--- src/hw/rtl/irpwcd_pkg.sv ---
package irpwcd_pkg;

    // decoder phases
    typedef enum logic [1:0] {
        PH_IDLE    = 2'd0,
        PH_SENSE   = 2'd1,
        PH_WAIT    = 2'd2,
        PH_MEASURE = 2'd3
    } phase_t;

    // event kinds
    localparam logic OP_EDGE = 1'b0;
    localparam logic OP_TICK = 1'b1;

    // register indexes
    localparam int unsigned CFG_IDX_W = 2;
    localparam logic [CFG_IDX_W-1:0] REG_START_MIN = 2'd0;
    localparam logic [CFG_IDX_W-1:0] REG_DATA_MAX  = 2'd1;
    localparam logic [CFG_IDX_W-1:0] REG_ONE_MIN   = 2'd2;

    localparam int unsigned TS_W    = 16;
    localparam int unsigned CODE_W  = 3;
    localparam int unsigned SHIFT_W = 8;
    localparam int unsigned BCNT_W  = 4;
    localparam int unsigned OVF_W   = 2;

    localparam logic [OVF_W-1:0] OVF_SAT = 2'd2;

    // register reset values
    localparam logic [TS_W-1:0] START_MIN_RST = 16'd20480;
    localparam logic [TS_W-1:0] DATA_MAX_RST  = 16'd2048;
    localparam logic [TS_W-1:0] ONE_MIN_RST   = 16'd1024;

endpackage

--- src/hw/rtl/ir_pulse_width_code_decoder.sv ---
// ir pulse-width code decoder: takes timer event items (an edge capture with its 16-bit
// timestamp, or an overflow tick) and after a long start pulse followed by BITS_PER_CODE
// data pulses delivers a 3-bit code, the shifted code's low bits after DROPPED_LOW_BITS
// are dropped. every event is handled in the cycle it is accepted by a 16-bit subtract
// and three compares, so the block sustains one item per cycle unless stalled. results
// pass through a two-entry output queue (output register plus skid register): an item is
// still accepted while one result waits, and in_stall rises only when both entries hold
// a result the consumer has not taken. thresholds are to be written over the cfg port
// while idle (not enforced); cfg_ready is always high and writes to index 3 are dropped.
module ir_pulse_width_code_decoder #(
    parameter int unsigned BITS_PER_CODE    = 8,
    parameter int unsigned DROPPED_LOW_BITS = 5
) (
    input  logic                                     clk,
    input  logic                                     rst_n,
    // event input
    input  logic                                     in_valid,
    output logic                                     in_stall,
    input  logic                                     op,
    input  logic [irpwcd_pkg::TS_W-1:0]              timestamp,
    // code output
    output logic                                     out_valid,
    input  logic                                     out_stall,
    output logic [irpwcd_pkg::CODE_W-1:0]            code_value,
    // register writes
    input  logic                                     cfg_valid,
    output logic                                     cfg_ready,
    input  logic [irpwcd_pkg::CFG_IDX_W-1:0]         cfg_index,
    input  logic [irpwcd_pkg::TS_W-1:0]              cfg_data
);

    localparam int unsigned TS_W    = irpwcd_pkg::TS_W;
    localparam int unsigned CODE_W  = irpwcd_pkg::CODE_W;
    localparam int unsigned SHIFT_W = irpwcd_pkg::SHIFT_W;
    localparam int unsigned BCNT_W  = irpwcd_pkg::BCNT_W;
    localparam int unsigned OVF_W   = irpwcd_pkg::OVF_W;
    // bit count limit, one bit wider so that a full 16-bit code compares correctly
    localparam logic [BCNT_W:0] BITS_LIM = (BCNT_W+1)'(BITS_PER_CODE);

    // threshold registers
    logic [TS_W-1:0] start_min_reg;
    logic [TS_W-1:0] data_max_reg;
    logic [TS_W-1:0] one_min_reg;

    // decoder state
    irpwcd_pkg::phase_t phase_reg, phase_next;
    logic [TS_W-1:0]    pulse_start_reg, pulse_start_next;
    logic [OVF_W-1:0]   ovf_reg, ovf_next;
    logic [BCNT_W-1:0]  bit_cnt_reg, bit_cnt_next;
    logic [SHIFT_W-1:0] shift_reg, shift_next;

    // output queue
    logic               out_valid_reg, out_valid_next;
    logic [CODE_W-1:0]  out_code_reg, out_code_next;
    logic               skid_valid_reg, skid_valid_next;
    logic [CODE_W-1:0]  skid_code_reg, skid_code_next;

    logic               in_fire;
    logic               out_take;
    logic               too_many_ovf;
    logic [TS_W-1:0]    pulse_width;
    logic               start_ok;
    logic               data_ok;
    logic               bit_val;
    logic [SHIFT_W-1:0] shift_in;
    logic [SHIFT_W-1:0] shift_drop;
    logic [BCNT_W:0]    bit_cnt_inc;
    logic               code_done;
    logic               emit;

    assign in_stall  = skid_valid_reg;
    assign in_fire   = in_valid && !in_stall;
    assign out_take  = out_valid_reg && !out_stall;
    assign cfg_ready = 1'b1;

    assign out_valid  = out_valid_reg;
    assign code_value = out_code_reg;

    // pulse measurement, width wraps modulo 2^16
    assign too_many_ovf = ovf_reg > 2'd1;
    assign pulse_width  = timestamp - pulse_start_reg;
    assign start_ok     = pulse_width > start_min_reg;
    assign data_ok      = pulse_width < data_max_reg;
    assign bit_val      = pulse_width > one_min_reg;
    assign shift_in     = {shift_reg[SHIFT_W-2:0], bit_val};
    assign shift_drop   = shift_in >> DROPPED_LOW_BITS;
    assign bit_cnt_inc  = {1'b0, bit_cnt_reg} + 1'b1;
    assign code_done    = bit_cnt_inc >= BITS_LIM;

    // a code comes out on a good closing data edge that completes the bit count
    assign emit = in_fire && (op == irpwcd_pkg::OP_EDGE) &&
                  (phase_reg == irpwcd_pkg::PH_MEASURE) && !too_many_ovf &&
                  data_ok && code_done;

    // next phase
    always_comb
    begin
        phase_next = phase_reg;
        if (in_fire && op == irpwcd_pkg::OP_EDGE)
        begin
            case (phase_reg)
                irpwcd_pkg::PH_IDLE:    phase_next = irpwcd_pkg::PH_SENSE;
                irpwcd_pkg::PH_WAIT:    phase_next = irpwcd_pkg::PH_MEASURE;
                irpwcd_pkg::PH_SENSE:
                begin
                    if (!too_many_ovf && start_ok)
                        phase_next = irpwcd_pkg::PH_WAIT;
                    else
                        phase_next = irpwcd_pkg::PH_IDLE;
                end
                irpwcd_pkg::PH_MEASURE:
                begin
                    if (!too_many_ovf && data_ok && !code_done)
                        phase_next = irpwcd_pkg::PH_WAIT;
                    else
                        phase_next = irpwcd_pkg::PH_IDLE;
                end
                default:                phase_next = irpwcd_pkg::PH_IDLE;
            endcase
        end
    end

    // datapath updates per phase
    always_comb
    begin
        pulse_start_next = pulse_start_reg;
        ovf_next         = ovf_reg;
        bit_cnt_next     = bit_cnt_reg;
        shift_next       = shift_reg;
        if (in_fire)
        begin
            if (op == irpwcd_pkg::OP_TICK)
            begin
                // overflow count saturates at two
                if (ovf_reg < irpwcd_pkg::OVF_SAT)
                    ovf_next = ovf_reg + 1'b1;
            end
            else
            begin
                case (phase_reg)
                    irpwcd_pkg::PH_IDLE,
                    irpwcd_pkg::PH_WAIT:
                    begin
                        pulse_start_next = timestamp;
                        ovf_next         = '0;
                    end
                    irpwcd_pkg::PH_SENSE:
                    begin
                        if (!too_many_ovf && start_ok)
                        begin
                            shift_next   = '0;
                            bit_cnt_next = '0;
                        end
                    end
                    irpwcd_pkg::PH_MEASURE:
                    begin
                        if (!too_many_ovf && data_ok)
                        begin
                            bit_cnt_next = bit_cnt_inc[BCNT_W-1:0];
                            shift_next   = code_done ? shift_drop : shift_in;
                        end
                    end
                    default:
                    begin
                        shift_next = shift_reg;
                    end
                endcase
            end
        end
    end

    // output queue: skid entry only fills while the output entry is held
    always_comb
    begin
        out_valid_next  = out_valid_reg;
        out_code_next   = out_code_reg;
        skid_valid_next = skid_valid_reg;
        skid_code_next  = skid_code_reg;
        if (skid_valid_reg)
        begin
            if (out_take)
            begin
                out_code_next   = skid_code_reg;
                skid_valid_next = 1'b0;
            end
        end
        else if (emit)
        begin
            if (!out_valid_reg || out_take)
            begin
                out_valid_next = 1'b1;
                out_code_next  = shift_drop[CODE_W-1:0];
            end
            else
            begin
                skid_valid_next = 1'b1;
                skid_code_next  = shift_drop[CODE_W-1:0];
            end
        end
        else if (out_take)
        begin
            out_valid_next = 1'b0;
        end
    end

    always_ff @(posedge clk or negedge rst_n)
    begin
        if (!rst_n)
        begin
            start_min_reg   <= irpwcd_pkg::START_MIN_RST;
            data_max_reg    <= irpwcd_pkg::DATA_MAX_RST;
            one_min_reg     <= irpwcd_pkg::ONE_MIN_RST;
            phase_reg       <= irpwcd_pkg::PH_IDLE;
            pulse_start_reg <= '0;
            ovf_reg         <= '0;
            bit_cnt_reg     <= '0;
            shift_reg       <= '0;
            out_valid_reg   <= 1'b0;
            skid_valid_reg  <= 1'b0;
        end
        else
        begin
            if (cfg_valid && cfg_ready)
            begin
                case (cfg_index)
                    irpwcd_pkg::REG_START_MIN: start_min_reg <= cfg_data;
                    irpwcd_pkg::REG_DATA_MAX:  data_max_reg  <= cfg_data;
                    irpwcd_pkg::REG_ONE_MIN:   one_min_reg   <= cfg_data;
                    default:                   one_min_reg   <= one_min_reg;
                endcase
            end
            phase_reg       <= phase_next;
            pulse_start_reg <= pulse_start_next;
            ovf_reg         <= ovf_next;
            bit_cnt_reg     <= bit_cnt_next;
            shift_reg       <= shift_next;
            out_valid_reg   <= out_valid_next;
            skid_valid_reg  <= skid_valid_next;
        end
    end

    // result payload
    always_ff @(posedge clk)
    begin
        out_code_reg  <= out_code_next;
        skid_code_reg <= skid_code_next;
    end

    // skid entry is only ever behind a held output entry
    assert property (@(posedge clk) disable iff (!rst_n)
        skid_valid_reg |-> out_valid_reg)
        else $error("skid entry valid with empty output entry");

    // a new result only appears after an accepted item
    assert property (@(posedge clk) disable iff (!rst_n)
        $rose(out_valid_reg) |-> $past(in_valid && !in_stall))
        else $error("result appeared without an accepted item");

    // overflow count never passes saturation
    assert property (@(posedge clk) disable iff (!rst_n)
        ovf_reg <= irpwcd_pkg::OVF_SAT)
        else $error("overflow count beyond saturation");

    // inside a code the bit count stays below the code length
    assert property (@(posedge clk) disable iff (!rst_n)
        (phase_reg == irpwcd_pkg::PH_WAIT || phase_reg == irpwcd_pkg::PH_MEASURE)
            |-> ({1'b0, bit_cnt_reg} < BITS_LIM))
        else $error("bit count reached code length inside a code");

endmodule

--- config.mk ---
export PLATFORM = sky130hd
export DESIGN_NAME = ir_pulse_width_code_decoder
export DESIGN_NICKNAME = d
export VERILOG_FILES = /design/src/hw/rtl/irpwcd_pkg.sv /design/src/hw/rtl/ir_pulse_width_code_decoder.sv
export SDC_FILE = /design/constraint.sdc
export NUM_CORES = 1
export LEC_CHECK = 0
export BUFFER_PORTS_ARGS = -buffer_cell sky130_fd_sc_hd__buf_2
export CAP_MARGIN = 10
export CORE_ASPECT_RATIO = 1.75
export CORE_UTILIZATION = 25
export DETAILED_ROUTE_END_ITERATION = 8
export PLACE_DENSITY = 0.49
export SLEW_MARGIN = 20
export SYNTH_ARGS = -nofsm -noshare
export SYNTH_HDL_FRONTEND = slang
export SYNTH_SLANG_ARGS = --single-unit
--- constraint.sdc ---
create_clock -name clk -period 4.8 [get_ports clk]
set_clock_uncertainty 0.15 [all_clocks]
set_input_delay 0.96 -clock clk [delete_from_list [all_inputs] [get_ports clk]]
set_output_delay 0.96 -clock clk [all_outputs]
set_load 0.005 [all_outputs]
Yosys cells after proc, flatten, opt, wreduce, memory -nomap -nowiden --
Cells that the tools add are included.
Word-level totals: ROM bits 0, memories 0, bits in registers 87, output and inout port bits 6, input port bits 40, latch bits 0, logic and storage cells 91, bits in writable memories 0
Operators by class: $lt $le $gt $ge 6, reduce and logical (&&, ||, !) cells 33, shifts and indexed selects 0, bitwise operators 3, multipliers 0, equal/unequal tests 10, mux-type cells 24, divide/modulo/power cells 0, add/subtract/negate cells 3
Operators with widths (number):
- $gt A16 B16 Y1 | 2
- $mux W7 | 3
- $lt A16 B16 Y1 | 1
- $sub A16 B16 Y16 | 1
- $reduce_and A3 Y1 | 5
- $pmux W7 S2 | 1
- $mux W3 | 4
- $logic_and A1 B1 Y1 | 10
- $mux W2 | 5
- $reduce_bool A2 Y1 | 5
- $mux W4 | 2
- $ne A2 B1 Y1 const B | 4
- $pmux W2 S4 | 1
- $pmux W4 S2 | 1
- $mux W1 | 7
- $eq A2 B2 Y1 const B | 3
- $reduce_and A2 Y1 | 3
- $add A4 B1 Y5 const B | 1
- $ge A5 B4 Y1 const B | 1
- $logic_not A1 Y1 | 5
- $reduce_and A5 Y1 | 1
- $eq A2 B1 Y1 const B | 2
- $logic_not A2 Y1 | 2
- $not A1 Y1 | 3
- 6 further kinds | 6

Longest topological paths before layout --
word-level depth 9, depth in mapped cells 19, depth with buffers taken out 18

Least setup slack after synthesis --
No wires, ideal clock.
path kind input-to-reg, start point in timestamp[0] (netlist bit), end point reg bit_cnt_reg[1], data arrival time 4568 ps, slack -43 ps, library setup time 125 ps, required time 4525 ps, stages 19, path buffers 1, cell sequence inv_1 ha_1 fa_1 nor2b_1 o21ai_1 a21boi_0 o211a_1 a21oi_1 a211oi_1 xor2_1 ha_1 a211oi_1 o221ai_1 a21o_1 a211o_1 nor4_4 o21bai_2 buf_6 mux2_4
Between the ends: longest elaborated chain between the ends 5, elaborated cells on any way between the ends 8, classes of those cells 1 x add/sub; 2 x order compare; 2 x eq/ne; 3 x reduce/logical
Ends and longest elaborated chain:
- from (decl) | RTL line ir_pulse_width_code_decoder.sv:20 | input logic [irpwcd_pkg::TS_W-1:0] timestamp,
- $sub A16 B16 Y16 * | RTL line ir_pulse_width_code_decoder.sv:81 | assign pulse_width = timestamp - pulse_start_reg;
- $gt A16 B16 Y1 / $lt A16 B16 Y1 (equally long branches) | RTL line ir_pulse_width_code_decoder.sv:82, ir_pulse_width_code_decoder.sv:83
- $logic_and A1 B1 Y1 (on tied branches) | RTL line ir_pulse_width_code_decoder.sv:149, ir_pulse_width_code_decoder.sv:157
- $ne A2 B2 Y1 (no source line) / $ne A2 B1 Y1 (equally long branches)
- $reduce_and A5 Y1 (no source line) *
- to (signal assigned) | RTL line ir_pulse_width_code_decoder.sv:235 | bit_cnt_reg <= bit_cnt_next;
- to (decl) | RTL line ir_pulse_width_code_decoder.sv:49 | logic [BCNT_W-1:0] bit_cnt_reg, bit_cnt_next;
Mark *: on every way between the ends. The rest lies on a longest branch, timed or not. A chain may end at the register's enable or synchronous reset.

Worst setup path in the final report --
start point in timestamp[0] (netlist bit), end point reg shift_reg[3]
Between the ends: longest elaborated chain between the ends 5, elaborated cells on any way between the ends 8, classes of those cells 1 x add/sub; 2 x order compare; 2 x eq/ne; 3 x reduce/logical
Ends and longest elaborated chain:
- $sub A16 B16 Y16 * | RTL line ir_pulse_width_code_decoder.sv:81
- $gt A16 B16 Y1 / $lt A16 B16 Y1 (equally long branches) | RTL line ir_pulse_width_code_decoder.sv:82, ir_pulse_width_code_decoder.sv:83
- $logic_and A1 B1 Y1 (on tied branches) | RTL line ir_pulse_width_code_decoder.sv:149, ir_pulse_width_code_decoder.sv:157
- $ne A2 B2 Y1 (no source line) / $ne A2 B1 Y1 (equally long branches)
- $reduce_and A5 Y1 (no source line) *
- to (signal assigned) | RTL line ir_pulse_width_code_decoder.sv:236 | shift_reg <= shift_next;
- to (decl) | RTL line ir_pulse_width_code_decoder.sv:50 | logic [SHIFT_W-1:0] shift_reg, shift_next;
Marked as above.

==> Flow_metrics.wiki <==
{| class="wikitable"
! Metric !! Value
|-
| Status || complete, no violations
|-
| Adder-cell area share of the yosys netlist || 15.5%
|-
| Detailed-route via count || 4,042
|-
| Drt pass-1 iters || 4
|-
| Leading cell types by total area after synthesis || dfrtp_1 (36%), ha_1 (15%), mux2_2 (8.2%)
|-
| Final worst-path setup slack || 0.145 ns
|-
| Hold crit path type || flip-flop to flip-flop
|-
| Total buffers and inverters traversed by the critical path || 3
|-
| Reg2Reg Launch Point || pulse_start_reg[0]$_DFFE_PN0P_
|-
| Maximum cell stage delay along the critical path || 0.41 ns
|-
| Power per cell area || 637 mW/mm^2
|-
| Number of sinks driven by the clock tree || 87
|-
| Global-route total usage across every layer || 12.5%
|-
| Fraction of the yosys area taken by sequential cells || 41.1%
|-
| Achievable frequency || 0.215 GHz
|-
| CTS tree || yes
|-
| Drt drc || 0
|-
| Num rows || 70
|-
| Worst ir drop on vdd || 179 uV
|-
| Overall power of the completed layout || 4.23 mW
|-
| Clock latency on the worst-skew pair || 0.35 ns
|-
| Share of post-route cells with drive strength above 1 || 28.5%
|-
| Worst slew slack as a fraction of its limit || 53.2%
|-
| Fraction of registers with async set/reset || 93.1%
|-
| Top-Level Pins || 46
|-
| Yosys cell types || 52
|-
| Combined area of all synthesized cells || 0.00538 sq mm
|-
| Proportion of synthesized area in mux cells || 10.3%
|-
| Worst-margin pin slew || 0.703 ns
|-
| Total CTS buffers || 9
|-
| Diode insertion count for antenna repair || 0
|-
| Number of enable flip-flop cells after synthesis || 6
|-
| CTS Hold Buffers Added || 0
|-
| Minimum clock period || 4.65 ns
|-
| Cell seen most often among critical-path stages || buf_6
|-
| Arrival @ worst endpoint || 4.77 ns
|-
| Final weighted congestion of routability-driven global placement || 0.798
|-
| Drt total wl || 13,100 um
|-
| Cell type of the slowest stage on the worst timing path || fa_2
|-
| CP cell instances || buf_6, inv_4, ha_4, fa_2, nor2b_4, o21ai_4, a21boi_2, o211a_1, a21oi_2, a211oi_2, xor2_1, ha_2, nand4_1, nor2_2, a21o_1, a211o_1, nor4_4, o21bai_4, buf_6, mux2i_1
|-
| Worst-path clk slew || 0.07 ns
|-
| Via count of the first global-routing pass || 4,162
|-
| Cell chosen for the clock root || clkbuf_16
|-
| Biggest area consumer among synthesized cells || dfrtp_1
|-
| Final hold viol count || 0
|-
| Critical Path Source || timestamp[0]
|-
| Xor/xnor cell area share of the yosys netlist || 2.28%
|-
| Post-synthesis area per instance || 9.91 sq um
|-
| Combinational family with the most area after synthesis || adder cells
|-
| Gate count of the mapped netlist || 543
|-
| Number of routed nets with antenna violations || 0
|-
| Initial Utilization || 25.6%
|-
| Detailed Route Iter0 Violations || 100
|-
| Port Buffer Count || 44
|-
| CP top delay family || compound AO/OA/AOI/OAI gates
|-
| Final setup fails || 0
|-
| Clock tree buffer depth || 2
|-
| Combined area of the multi-input logic cells || 0.00292 sq mm
|-
| Total of flip-flops plus latches after synthesis || 87
|-
| Worst hold path startpoint || shift_reg[4]$_DFFE_PN0P_
|-
| Layout filler cell count || 2,191
|-
| Crit Path Max Fanout || 7
|-
| Estimated wirelength of the detail-placed design || 10,500 um
|-
| Compound-gate portion of the synthesized area || 14.2%
|-
| Final net count || 740
|-
| Post-detailed-route via-to-cell ratio || 4.54
|-
| Area inside the core boundary || 0.0210 sq mm
|-
| Clock H-tree levels || 3
|-
| Total Die Area || 0.0221 sq mm
|-
| Prevailing post-synth register cell || dfrtp_1
|-
| Drt wl/cell || 14.7 um
|-
| Number of pins with negative max-slew slack in the final report || 0
|-
| Maximum capacitance violations || 0
|-
| Cell leakage power || 3.20 nW
|-
| Simple-gate area share of the yosys netlist || 10.0%
|-
| Initial antenna violation count || 0
|-
| Critical path class || input port to flip-flop
|-
| Share of the cycle needed by the critical path after routing || 97.0%
|-
| Endpoint required time on the critical path || 4.91 ns
|-
| Width of the die || 113 um
|-
| Type of destination of the critical path || flip-flop
|-
| Area of all sequential standard cells || 0.00221 sq mm
|-
| Post-synth net total || 649
|-
| First-pass GRT wire length || 21,200 um
|-
| Overflow left after global routing || 0
|-
| Area Overhead vs Synth || 23.3%
|-
| Die height || 196 um
|-
| Category of the worst setup path launch point || input port
|-
| Total of warnings raised by yosys || 0
|-
| Largest net degree at the start of global routing || 52
|-
| Pre-CTS setup slack || -0.389 ns
|-
| Area share of the leading cell type in the synthesized netlist || 35.8%
|}
==> cell usage after synthesis (all sizes together), types with 3 or more instances <==
cell / number
nand2b: 5
dfrtp: 77
or3: 4
a211oi: 6
o21a: 4
ha: 65
inv: 78
nand2: 55
nor2: 17
clkbuf: 10
o21ai: 46
nand4: 9
xor2: 3
edfxtp: 6
nand3: 4
nor2b: 5
mux2i: 4
xnor2: 11
a21o: 13
a21oi: 30
a21boi: 3
and3: 3
mux2: 44
dfstp: 4
nor3: 5
o31ai: 3
==> placed cells by master (no fill, tap or decap), drive strengths merged, types with 2 or more instances in the layout <==
| master | synthesis | routed |
|---|---|---|
| a211o | 2 | 2 |
| a211oi | 6 | 6 |
| a21boi | 3 | 3 |
| a21o | 13 | 13 |
| a21oi | 30 | 30 |
| a221o | 2 | 2 |
| a221oi | 2 | 2 |
| a31oi | 2 | 2 |
| and3 | 3 | 3 |
| buf | 2 | 92 |
| clkbuf | 10 | 9 |
| clkinv | 0 | 2 |
| dfrtp | 77 | 77 |
| dfstp | 4 | 4 |
| edfxtp | 6 | 6 |
| ha | 65 | 65 |
| inv | 78 | 82 |
| mux2 | 44 | 44 |
| mux2i | 4 | 4 |
| nand2 | 55 | 55 |
| nand2b | 5 | 5 |
| nand3 | 4 | 4 |
| nand3b | 2 | 2 |
| nand4 | 9 | 9 |
| nor2 | 17 | 17 |
| nor2b | 5 | 5 |
| nor3 | 5 | 5 |
| nor4 | 2 | 2 |
| o21a | 4 | 4 |
| o21ai | 46 | 46 |
| o221ai | 2 | 2 |
| o31ai | 3 | 3 |
| o32ai | 2 | 2 |
| or3 | 4 | 4 |
| xnor2 | 11 | 11 |
| xor2 | 3 | 3 |
==> metrics by stage <==
| stage | utilization [%] | cell area [sq um] | hold slack [ns] | TNS (ns) | cells |
|---|---|---|---|---|---|
| 2_1_floorplan | - | 5380 | 0.275 | 0 | 543 |
| 3_3_place_gp | 29.4 | 6190 | 0.280 | -5.03 | 869 |
| 3_5_place_dp | 29.6 | 6210 | 0.289 | -5.35 | 871 |
| 4_1_cts | 31.0 | 6510 | 0.307 | 0 | 887 |
| 5_1_grt | 31.6 | 6640 | 0.317 | -0.587 | 891 |
| 6_report | 31.6 | 6640 | 0.300 | 0 | 891 |
==> per-layer routing <==
layer / share of wire (%) / up-vias / GRT usage, %
li1: - / 2056 / -
met1: 39 / 1919 / 13.3
met2: 55 / 51 / 23.8
met3: 2.1 / 16 / 1.76
met4: 3.3 / 0 / 6.29
met5: 0 / - / 0
==> what timing repair did <==
item	CTS	global route
pin swaps	0	18
setup endpoints to repair	1	19
gates resized for setup	2	24
buffers inserted	0	4
==> logic make-up (layout without fill, tap and decap cells) <==
| family | count (synthesis) | after routing |
|---|---|---|
| buf+inv | 90 | 186 |
| flops | 87 | 87 |
| mux | 48 | 48 |
| other cells | 1 | 1 |
| simple gates | 114 | 114 |
| fa+ha+maj | 66 | 66 |
| xor+xnor | 14 | 14 |
| compound gates | 123 | 123 |
==> worst reg2reg max path, stage by stage (launching register included) <==
cell and delay, ns:
dfrtp_1 0.41, ha_4 0.18, fa_2 0.41, nor2b_4 0.14, o21ai_4 0.08, a21boi_2 0.16, o211a_1 0.20, a21oi_2 0.08
a211oi_2 0.25, xor2_1 0.25, ha_2 0.31, nand4_1 0.11, nor2_2 0.05, a21o_1 0.14, a211o_1 0.32, nor4_4 0.40
o21bai_4 0.27, buf_6 0.17, mux2i_1 0.19
==> layout make-up <==
type	count	share of cell area (%)
tap	252	4.75
timing repair buffer	92	9.11
multi-input combinational	366	44.0
inverter	78	4.45
clock buffer	9	3.39
clock inverter	7	0.943
sequential	87	33.3
==> power breakdown <==
| part | switching (mW) | internal [mW] | leakage [nW] |
|---|---|---|---|
| sequential | 0.0953 | 0.927 | 1.04 |
| combinational | 1.28 | 1.24 | 2.01 |
| clock | 0.326 | 0.362 | 0.139 |
==> worst paths after layout <==
kind,endpoint,slack (ns),cells after the start
worst max-delay path,shift_reg[3]$_DFFE_PN0P_,0.15,20
min in group asynchronous,pulse_start_reg[0]$_DFFE_PN0P_,0.51,1
worst max register to register,shift_reg[3]$_DFFE_PN0P_,0.44,18
worst min-delay path,skid_code_reg[0]$_DFFE_PP_,0.30,0
worst min register to register,skid_code_reg[0]$_DFFE_PP_,0.30,0
max in group asynchronous,one_min_reg[8]$_DFFE_PN0P_,3.10,2
No activity file was read; power rests on OpenSTA's default activity.
